$ cat config.mk
export PLATFORM = sky130hd
export DESIGN_NAME = led_pattern_sequencer
export DESIGN_NICKNAME = d
export VERILOG_FILES = /design/src/rtl/core/lps_pkg.sv /design/src/rtl/core/lps_ram.sv /design/src/rtl/core/lps_tick_unit.sv /design/src/rtl/core/led_pattern_sequencer.sv
export SDC_FILE = /design/constraint.sdc
export NUM_CORES = 2
export LEC_CHECK = 0
export BUFFER_PORTS_ARGS = -buffer_cell sky130_fd_sc_hd__buf_2
export CAP_MARGIN = 30
export CELL_PAD_IN_SITES_DETAIL_PLACEMENT = 2
export CELL_PAD_IN_SITES_GLOBAL_PLACEMENT = 2
export CORE_ASPECT_RATIO = 0.5
export CORE_MARGIN = 2
export CORE_UTILIZATION = 40
export DETAILED_ROUTE_END_ITERATION = 12
export PLACE_DENSITY_LB_ADDON = 0.1
export SLEW_MARGIN = 20
export SYNTH_ARGS = -nofsm -noshare
export SYNTH_HDL_FRONTEND = slang
export SYNTH_SLANG_ARGS = --single-unit
$ cat constraint.sdc
create_clock -name clk -period 12.4 [get_ports clk]
set_input_delay 2.48 -clock clk [delete_from_list [all_inputs] [get_ports clk]]
set_output_delay 2.48 -clock clk [all_outputs]
set_load 0.005 [all_outputs]
$ cat src/rtl/core/lps_pkg.sv
// lps_pkg: shared types and constants for the LED pattern sequencer.
// Used by lps_tick_unit and led_pattern_sequencer; no dependencies.
`timescale 1ns / 1ps
`default_nettype none

package lps_pkg;

	// fixed field widths
	localparam int TICK_BITS   = 10;
	localparam int DUR_IN_BITS = 16;
	localparam int ACT_BITS    = 3;
	localparam int FUNC_BITS   = 2;
	localparam int IDX_BITS    = 3;
	localparam int OUT_BITS    = 8;

	// parameter defaults
	localparam int CHANNELS_DEF      = 8;
	localparam int PATTERNS_DEF      = 8;
	localparam int STEPS_DEF         = 8;
	localparam int DURATION_BITS_DEF = 16;

	localparam logic [TICK_BITS-1:0] TICK_MS_RESET = TICK_BITS'(10);

	// command codes
	localparam logic [FUNC_BITS-1:0] FUNC_TICK    = 2'd0;
	localparam logic [FUNC_BITS-1:0] FUNC_RESTART = 2'd1;
	localparam logic [FUNC_BITS-1:0] FUNC_WRITE   = 2'd2;

	// step action codes
	localparam logic [ACT_BITS-1:0] ACT_START    = 3'd0;
	localparam logic [ACT_BITS-1:0] ACT_ON       = 3'd1;
	localparam logic [ACT_BITS-1:0] ACT_OFF      = 3'd2;
	localparam logic [ACT_BITS-1:0] ACT_TOGGLE   = 3'd3;
	localparam logic [ACT_BITS-1:0] ACT_CONTINUE = 3'd4;
	localparam logic [ACT_BITS-1:0] ACT_STOP     = 3'd5;

	// one pattern table entry
	typedef struct packed {
		logic [ACT_BITS-1:0]    action;
		logic [DUR_IN_BITS-1:0] duration;
	} tbl_entry_t;

	localparam int ENTRY_BITS = $bits(tbl_entry_t);

endpackage : lps_pkg

`default_nettype wire

$ cat src/rtl/core/lps_ram.sv
// lps_ram: generic single-port RAM with registered read data.
// No dependencies.
`timescale 1ns / 1ps
`default_nettype none

module lps_ram #(
	parameter int WIDTH = 19,
	parameter int DEPTH = 64
) (
	input  wire logic                     clk,
	input  wire logic                     en,
	input  wire logic                     we,
	input  wire logic [$clog2(DEPTH)-1:0] addr,
	input  wire logic [WIDTH-1:0]         wdata,
	output logic      [WIDTH-1:0]         rdata
);

	logic [WIDTH-1:0] mem_q [DEPTH];

	always_ff @(posedge clk) begin
		if (en) begin
			if (we) begin
				mem_q[addr] <= wdata;
			end else begin
				rdata <= mem_q[addr];
			end
		end
	end

endmodule : lps_ram

`default_nettype wire

$ cat src/rtl/core/lps_tick_unit.sv
// lps_tick_unit: shared remaining-time update, moves a signed time toward
// zero by the tick period and clears it when within one period.
// Depends on lps_pkg.
`timescale 1ns / 1ps
`default_nettype none

module lps_tick_unit #(
	parameter int DURATION_BITS = lps_pkg::DURATION_BITS_DEF
) (
	input  wire logic signed [DURATION_BITS-1:0]     rem_in,
	input  wire logic        [lps_pkg::TICK_BITS-1:0] tick_ms,
	output logic signed      [DURATION_BITS-1:0]     rem_out,
	output logic                                     rem_zero
);
	import lps_pkg::*;

	// wide enough for duration plus or minus a full tick
	localparam int W = ((DURATION_BITS > TICK_BITS) ? DURATION_BITS : TICK_BITS) + 2;

	logic signed [W-1:0] r;
	logic signed [W-1:0] t;
	logic signed [W-1:0] diff;
	logic signed [W-1:0] sum;

	assign r    = W'(rem_in);
	assign t    = $signed(W'(tick_ms));
	assign diff = r - t;
	assign sum  = r + t;

	always_comb begin
		if (diff > 0) begin
			rem_out = DURATION_BITS'(diff);
		end else if (sum < 0) begin
			rem_out = DURATION_BITS'(sum);
		end else begin
			rem_out = '0;
		end
	end

	assign rem_zero = (rem_out == '0);

endmodule : lps_tick_unit

`default_nettype wire

$ cat src/rtl/core/led_pattern_sequencer.sv
// led_pattern_sequencer: top level of the multi-channel LED pattern player.
// Depends on lps_pkg, lps_ram and lps_tick_unit.
// Flow: a table write, out-of-range or no-op command goes to the done state;
// a restart first loads step zero of its pattern; a tick walks every channel,
// loading the next entry where a step is due and step one after a continue.
// Throughput: one item at a time, set by the single tick unit and the one
// table RAM port walking the channels in order.
// Reset: channels stopped and dark, tick period 10 ms; table contents undefined.
`timescale 1ns / 1ps
`default_nettype none

module led_pattern_sequencer #(
	parameter int CHANNELS      = lps_pkg::CHANNELS_DEF,
	parameter int PATTERNS      = lps_pkg::PATTERNS_DEF,
	parameter int STEPS         = lps_pkg::STEPS_DEF,
	parameter int DURATION_BITS = lps_pkg::DURATION_BITS_DEF
) (
	input  wire logic                              clk,
	input  wire logic                              arst_n,
	// config write channel (tick period in ms)
	input  wire logic                              cfg_valid,
	output logic                                   cfg_ready,
	input  wire logic [lps_pkg::TICK_BITS-1:0]     cfg_data,
	// command channel
	input  wire logic                              in_valid,
	output logic                                   in_ready,
	input  wire logic [lps_pkg::FUNC_BITS-1:0]     func,
	input  wire logic [lps_pkg::IDX_BITS-1:0]      channel,
	input  wire logic [lps_pkg::IDX_BITS-1:0]      pattern,
	input  wire logic [lps_pkg::IDX_BITS-1:0]      step_index,
	input  wire logic [lps_pkg::ACT_BITS-1:0]      step_action,
	input  wire logic signed [lps_pkg::DUR_IN_BITS-1:0] step_duration,
	// status channel
	output logic                                   out_valid,
	input  wire logic                              out_ready,
	output logic [lps_pkg::OUT_BITS-1:0]           led_levels,
	output logic [lps_pkg::OUT_BITS-1:0]           active_mask
);
	import lps_pkg::*;

	localparam int CW    = (CHANNELS > 1) ? $clog2(CHANNELS) : 1;
	localparam int PW    = (PATTERNS > 1) ? $clog2(PATTERNS) : 1;
	localparam int SW    = $clog2(STEPS);
	localparam int DEPTH = PATTERNS * STEPS;
	localparam int AW    = $clog2(DEPTH);
	localparam int DB    = DURATION_BITS;

	localparam logic [CW-1:0] LAST_CH  = CW'(CHANNELS - 1);
	localparam logic [SW-1:0] LAST_STP = SW'(STEPS - 1);
	localparam logic [SW-1:0] STEP_ONE = SW'(1);

	// sequencer states
	localparam logic [2:0] S_IDLE = 3'd0;
	localparam logic [2:0] S_TICK = 3'd1; // update one channel's time
	localparam logic [2:0] S_LOAD = 3'd2; // table read data is back
	localparam logic [2:0] S_DONE = 3'd3; // hand status to output register

	function automatic logic [AW-1:0] tbl_addr(input logic [PW-1:0] p, input logic [SW-1:0] s);
		return AW'(p) * AW'(STEPS) + AW'(s);
	endfunction

	// control
	logic [2:0]           state_q;
	logic [FUNC_BITS-1:0] func_q;
	logic [CW-1:0]        ch_q;
	logic                 cont_q;   // second read after a continue step
	logic [TICK_BITS-1:0] tick_ms_q;
	logic                 out_valid_q;
	logic [OUT_BITS-1:0]  led_out_q;
	logic [OUT_BITS-1:0]  act_out_q;

	// per-channel state
	logic [PW-1:0]          pat_q  [CHANNELS];
	logic [SW-1:0]          step_q [CHANNELS];
	logic signed [DB-1:0]   rem_q  [CHANNELS];
	logic [ACT_BITS-1:0]    act_q  [CHANNELS];
	logic [CHANNELS-1:0]    led_q;

	// table RAM port
	logic                  ram_en;
	logic                  ram_we;
	logic [AW-1:0]         ram_addr;
	logic [ENTRY_BITS-1:0] ram_rdata;
	tbl_entry_t            wr_entry;
	tbl_entry_t            rd_entry;
	logic signed [DB-1:0]  rd_rem;

	logic                  in_fire;
	logic                  restart_ok;
	logic                  write_ok;
	logic [SW-1:0]         nxt_step;
	logic signed [DB-1:0]  tick_rem;
	logic                  tick_zero;
	logic                  step_due;
	logic                  need_cont;
	logic [OUT_BITS-1:0]   lv_now;
	logic [OUT_BITS-1:0]   am_now;

	assign cfg_ready = 1'b1;
	assign in_ready  = (state_q == S_IDLE);
	assign in_fire   = in_valid && in_ready;

	assign out_valid   = out_valid_q;
	assign led_levels  = led_out_q;
	assign active_mask = act_out_q;

	// commands naming a channel, pattern or step beyond the build are dropped
	assign restart_ok = (32'(channel) < CHANNELS) && (32'(pattern) < PATTERNS);
	assign write_ok   = (32'(pattern) < PATTERNS) && (32'(step_index) < STEPS);

	assign wr_entry.action   = step_action;
	assign wr_entry.duration = step_duration;
	assign rd_entry          = tbl_entry_t'(ram_rdata);
	// stored duration truncated or sign-extended to the counter width
	assign rd_rem            = DB'($signed(rd_entry.duration));

	// shared channel update unit, fed by the channel under the pointer
	lps_tick_unit #(
		.DURATION_BITS(DB)
	) u_tick (
		.rem_in  (rem_q[ch_q]),
		.tick_ms (tick_ms_q),
		.rem_out (tick_rem),
		.rem_zero(tick_zero)
	);

	assign nxt_step  = (step_q[ch_q] == LAST_STP) ? '0 : step_q[ch_q] + STEP_ONE;
	assign step_due  = tick_zero && (act_q[ch_q] != ACT_STOP);
	// a continue reached by stepping jumps to step one once; never on restart
	assign need_cont = (func_q == FUNC_TICK) && !cont_q && (rd_entry.action == ACT_CONTINUE);

	// RAM requests
	always_comb begin
		ram_en   = 1'b0;
		ram_we   = 1'b0;
		ram_addr = '0;
		unique case (state_q)
			S_IDLE: begin
				if (in_fire && func == FUNC_WRITE && write_ok) begin
					ram_en   = 1'b1;
					ram_we   = 1'b1;
					ram_addr = tbl_addr(PW'(pattern), SW'(step_index));
				end else if (in_fire && func == FUNC_RESTART && restart_ok) begin
					ram_en   = 1'b1;
					ram_addr = tbl_addr(PW'(pattern), '0);
				end
			end
			S_TICK: begin
				if (step_due) begin
					ram_en   = 1'b1;
					ram_addr = tbl_addr(pat_q[ch_q], nxt_step);
				end
			end
			S_LOAD: begin
				if (need_cont) begin
					ram_en   = 1'b1;
					ram_addr = tbl_addr(pat_q[ch_q], STEP_ONE);
				end
			end
			default: ;
		endcase
	end

	lps_ram #(
		.WIDTH(ENTRY_BITS),
		.DEPTH(DEPTH)
	) u_table (
		.clk  (clk),
		.en   (ram_en),
		.we   (ram_we),
		.addr (ram_addr),
		.wdata(wr_entry),
		.rdata(ram_rdata)
	);

	// visible status: channels 0..7 only
	for (genvar i = 0; i < OUT_BITS; i++) begin : g_status
		if (i < CHANNELS) begin : g_live
			assign lv_now[i] = led_q[i];
			assign am_now[i] = (act_q[i] != ACT_STOP);
		end else begin : g_none
			assign lv_now[i] = 1'b0;
			assign am_now[i] = 1'b0;
		end
	end

	always_ff @(posedge clk or negedge arst_n) begin
		if (!arst_n) begin
			state_q     <= S_IDLE;
			func_q      <= FUNC_TICK;
			ch_q        <= '0;
			cont_q      <= 1'b0;
			tick_ms_q   <= TICK_MS_RESET;
			out_valid_q <= 1'b0;
			led_out_q   <= '0;
			act_out_q   <= '0;
			led_q       <= '0;
			for (int i = 0; i < CHANNELS; i++) begin
				pat_q[i]  <= '0;
				step_q[i] <= '0;
				rem_q[i]  <= '0;
				act_q[i]  <= ACT_STOP;
			end
		end else begin
			if (cfg_valid && cfg_ready) begin
				tick_ms_q <= cfg_data;
			end
			if (out_valid_q && out_ready) begin
				out_valid_q <= 1'b0;
			end

			unique case (state_q)
				S_IDLE: begin
					if (in_fire) begin
						func_q <= func;
						cont_q <= 1'b0;
						ch_q   <= '0;
						state_q <= S_DONE;
						if (func == FUNC_TICK) begin
							state_q <= S_TICK;
						end else if (func == FUNC_RESTART && restart_ok) begin
							ch_q                 <= CW'(channel);
							pat_q[CW'(channel)]  <= PW'(pattern);
							step_q[CW'(channel)] <= '0;
							state_q              <= S_LOAD;
						end
					end
				end

				S_TICK: begin
					rem_q[ch_q] <= tick_rem;
					cont_q      <= 1'b0;
					if (step_due) begin
						step_q[ch_q] <= nxt_step;
						state_q      <= S_LOAD;
					end else if (ch_q == LAST_CH) begin
						state_q <= S_DONE;
					end else begin
						ch_q <= ch_q + CW'(1);
					end
				end

				S_LOAD: begin
					act_q[ch_q] <= rd_entry.action;
					rem_q[ch_q] <= rd_rem;
					if (need_cont) begin
						// wait for step one's entry
						step_q[ch_q] <= STEP_ONE;
						cont_q       <= 1'b1;
					end else begin
						cont_q <= 1'b0;
						if (func_q == FUNC_TICK) begin
							unique case (rd_entry.action)
								ACT_ON:     led_q[ch_q] <= 1'b1;
								ACT_OFF:    led_q[ch_q] <= 1'b0;
								ACT_TOGGLE: led_q[ch_q] <= ~led_q[ch_q];
								default:    ;
							endcase
							if (ch_q == LAST_CH) begin
								state_q <= S_DONE;
							end else begin
								ch_q    <= ch_q + CW'(1);
								state_q <= S_TICK;
							end
						end else begin
							state_q <= S_DONE;
						end
					end
				end

				S_DONE: begin
					// result waits here while the previous transfer is pending
					if (!out_valid_q || out_ready) begin
						out_valid_q <= 1'b1;
						led_out_q   <= lv_now;
						act_out_q   <= am_now;
						state_q     <= S_IDLE;
					end
				end

				default: state_q <= S_IDLE;
			endcase
		end
	end

	// the channel pointer never leaves the built channels
	a_ch_range: assert property (@(posedge clk) disable iff (!arst_n)
		32'(ch_q) < CHANNELS)
		else $error("channel pointer out of range");

	// an accepted command always starts work
	a_accept_busy: assert property (@(posedge clk) disable iff (!arst_n)
		in_valid && in_ready |=> state_q != S_IDLE)
		else $error("accepted command left sequencer idle");

	// continue re-read only happens in the load state on a tick
	a_cont_load: assert property (@(posedge clk) disable iff (!arst_n)
		cont_q |-> (state_q == S_LOAD) && (func_q == FUNC_TICK))
		else $error("continue flag outside a tick load");

	// leaving the done state always presents a result
	a_done_out: assert property (@(posedge clk) disable iff (!arst_n)
		(state_q == S_DONE) && (!out_valid_q || out_ready) |=> out_valid_q && state_q == S_IDLE)
		else $error("done state did not present a result");

	// no table access while waiting on the output side
	a_ram_quiet: assert property (@(posedge clk) disable iff (!arst_n)
		(state_q == S_DONE) |-> !ram_en)
		else $error("table access while handing off result");

endmodule : led_pattern_sequencer

`default_nettype wire
==> metrics.md <==
| Metric | Value |
|---|---|
| Post-synth top flop | edfxtp_1 |
| Routed vias/inst | 6.40 |
| Max_cap viols | 0 |
| Worst Hold Path EP | rem_q[12] |
| Layout area overhead | 13.3% |
| Hold Path Origin | rem_q[12] |
| Most common cell on crit path | buf_4 |
| DPL Wire Length | around 140 mm |
| DP Area | 62000 sq um |
| R2R depth | 20 |
| Min Clock Period, post-route | 9.42 ns |
| Worst setup EP type | flip-flop |
| Top-count cell post-synth | edfxtp_1 |
| Fin. Hold Viols | 0 |
| WL/cell | 37.4 um |
| Worst hold path type | reg2reg |
| I/O Buffers | 62 |
| R2R setup slack | 2.98 ns |
| Max-slew violation count | 0 |
| Reg2reg start | ch_q[1] |
| Final setup violation count | 0 |
| Slew headroom | 24.8% |
| DRC violation total after the first TritonRoute iteration | between 5000 and 6000 |
| Reg2Reg Capture Point | u_table.mem_q[53][16] |
| Inserted Clock Buffers | 148 |
| Share of layout cells above drive strength 1 | 17.5% |
| Synth async-reset ratio | 16.4% |
| Post-Synthesis Cells | 3862 |
| # rows | 99 |
| Layout fillers | 13800 |
| Cells resized by post-CTS repair | 0 |
| # IOs | between 60 and 70 |
| Routed Wire Length | 227 mm |
| Vias in the first global route | slightly above 40000 |
| Hold depth | 2 |
| Yosys warns | 0 |
| CP max stage delay | 0.86 ns |
| Post-DRT Antenna Nets | 0 |
| Syn Nets | 3938 |
| Max Root-Sink Buffers | 4 |
| Worst Path Required | 12.88 ns |
| Final period utilization | approximately three quarters |
| CP cell instances | buf_4 > nor3b_2 > a22oi_1 > nand4_1 > ha_1 > nand2b_1 > a221oi_1 > nor3_1 > o41ai_1 > a31oi_1 > a221o_1 > a21oi_1 > and4_1 > buf_4 > a21oi_1 > o21ai_1 > nand4_1 > buf_4 > nor2_2 > buf_4 |
| Core area | 146000 sq um |
| #FFs+latches synth | 1478 |
| DRT Pass-1 Iters | 9 |
| Hold Buf Count CTS | 0 |
| TNS Setup | 0 ns |
| Number of clock sinks | 1478 |
| TritonCTS clock tree | built |
| Starting Density | 40.3% |
| Remaining Overflow, GRT | 0 |
| Mapped Avg Cell Area | 15.2 sq um |
| Clock root buffer | clkbuf_16 |
| Status | finished, final reports clean |
| Antenna violations before repair | 18 |
| Placer's final routability congestion estimate | about 0.88 |
| Gr usage total | between 20% and 30% |
| Peak Freq | 106 MHz |
| WS Path Type | reg2reg |
| Chip height | 275 um |
| Peak VDD IR | 105 uV |
| Post-synth cell types | between 90 and 100 |
| Worst-margin pin slew | 1.12 ns |
| PD cells | 209 nW/um^2 |
| Synth area leader | edfxtp_1 |
| Leakage power | 22.5 nW |
| Clk_skew | 0.0710 ns |
| Post-synth EDFFs | 1235 |
| H-tree Lvls | 4 |
| Top post-synthesis cells by count | 1235 x edfxtp_1, 413 x nand2_1, 225 x dfrtp_1, 189 x o21ai_0, 141 x mux2_2 |
| Startpoint Class | flip-flop |
| Die width | 546 um |
| Register area share after synthesis | about 74% |
| DIE AREA | ~150000 sq um |
| CP max stage cell | nor3b_2 |
| CP startpoint | ch_q[1] |
| Final Cell Area | 66500 sq um |
| NumNets Final | approximately 4100 |
| Crit-path max FO | 40 |
| Post-Syn Area | 58700 sq um |
| Clock Latency Late Sink | about 0.80 ns |
| Cell family with most CP delay | compound AO/OA/AOI/OAI gates |
| RSZ-0062 raised after global routing | no |
| First-pass GRT wire length | roughly 320 mm |
| Detailed-route DRC error count | 0 |
| Synth top area cells | edfxtp_1 63%, dfrtp_1 9.6%, mux2_2 2.7%, nand2_1 2.6%, a222oi_1 2.4% |
| Worst Path Arrival | 9.90 ns |
| Synth top area share | 63.2% |
| DR vias | 38800 |
| Pin count of the biggest net entering global routing | 166 |
| Buf/Inv on CP | 4 |
| Clock transition at the registers of the reported paths | 0.06 ns |
| Postcts setup bufs | 0 |
-- worst max-delay path by stage --
stage | slack, ns | endpoint | cells past startpoint
floorplan | 4.64 | u_table.mem_q[17][0] | 30
global placement | 2.54 | u_table.rdata[18] | 22
detailed placement | 3.02 | u_table.mem_q[53][16] | 20
CTS | 2.91 | u_table.mem_q[53][16] | 20
global route | 2.41 | u_table.rdata[11] | 21
finish | 2.98 | u_table.mem_q[53][16] | 20
-- layer usage --
metal	share of wire [%]	vias up	global-route usage (%)
li1	-	15700	-
met1	42	20800	41.7
met2	46	1928	47.1
met3	9.2	368	6.58
met4	3.1	14	9.21
met5	0.035	-	0
-- registers in the layout, summed over array words and instances, names as in the netlist --
name and flops:
act_q 24, active_mask 8, ch_q 3, cont_q 1, func_q 2, led_levels 8, led_q 8, out_valid 1
pat_q 24, rem_q 128, state_q 2, step_q 24, tick_ms_q 10, u_table.mem_q 1216, u_table.rdata 19
-- cell families (layout without fill, tap and decap cells) --
group                      after synthesis  count (layout)  synth area share [%]
and+or+nand+nor                        852             852                  6.75
DFF                                   1478            1478                  73.5
xor gates and xnor gates                13              13                 0.194
buffers and inverters                  295             522                  2.21
AOI/OAI and AO/OA                      981             981                  12.7
adders and majority gates               31              31                 0.686
muxes                                  211             211                  3.96
other                                    1               7               0.00639
-- per-stage QoR --
| stage | hold WS, ns | total power [mW] | std cells | util [%] | setup slack, ns |
|---|---|---|---|---|---|
| final | 0.483 | 13.9 | 6064 | 45.6 | 2.98 |
| after floorplan | 0.441 | 8.05 | 3862 | - | 4.64 |
| after global routing | 0.509 | 14.5 | 6058 | 45.6 | 2.41 |
| after global placement | 0.454 | 9.48 | 5799 | 42.5 | 2.54 |
| after CTS | 0.486 | 14.0 | 6054 | 45.6 | 2.91 |
| after detailed placement | 0.470 | 9.61 | 5804 | 42.5 | 3.02 |
-- cells in the final DEF, fill, tap and decap left out, types with 59 or more instances in the layout --
cell / n
a21oi_1: 92
a222oi_1: 139
a22oi_1: 115
buf_2: 61
buf_4: 158
clkbuf_16: 153
dfrtp_1: 225
edfxtp_1: 1235
mux2_2: 141
mux2i_1: 67
nand2_1: 412
nand4_1: 60
nor2_1: 73
nor2_2: 59
o21ai_0: 188
-- report_power, final --
group | internal (mW) | switching, mW
clock network | 2.41 | 1.96
registers | 5.73 | 0.226
logic | 1.08 | 2.52
-- tightest hold or removal path: stages (launching register included) --
cell and delay [ns]:
dfrtp_1 0.34, nand2_1 0.05, o21ai_0 0.06
-- area by class of cell --
cell class	instances	area, sq um	area share (%)
inverters	45	169	0.254
flip-flops and latches	1478	43200	64.9
repair buffers	227	1630	2.44
clock inverters	59	414	0.623
diodes	6	15.0	0.0226
clock buffers	191	4040	6.07
multi-input cells	2089	14600	22.0
well taps	1969	2460	3.70
(Power assumes the default switching activity.)
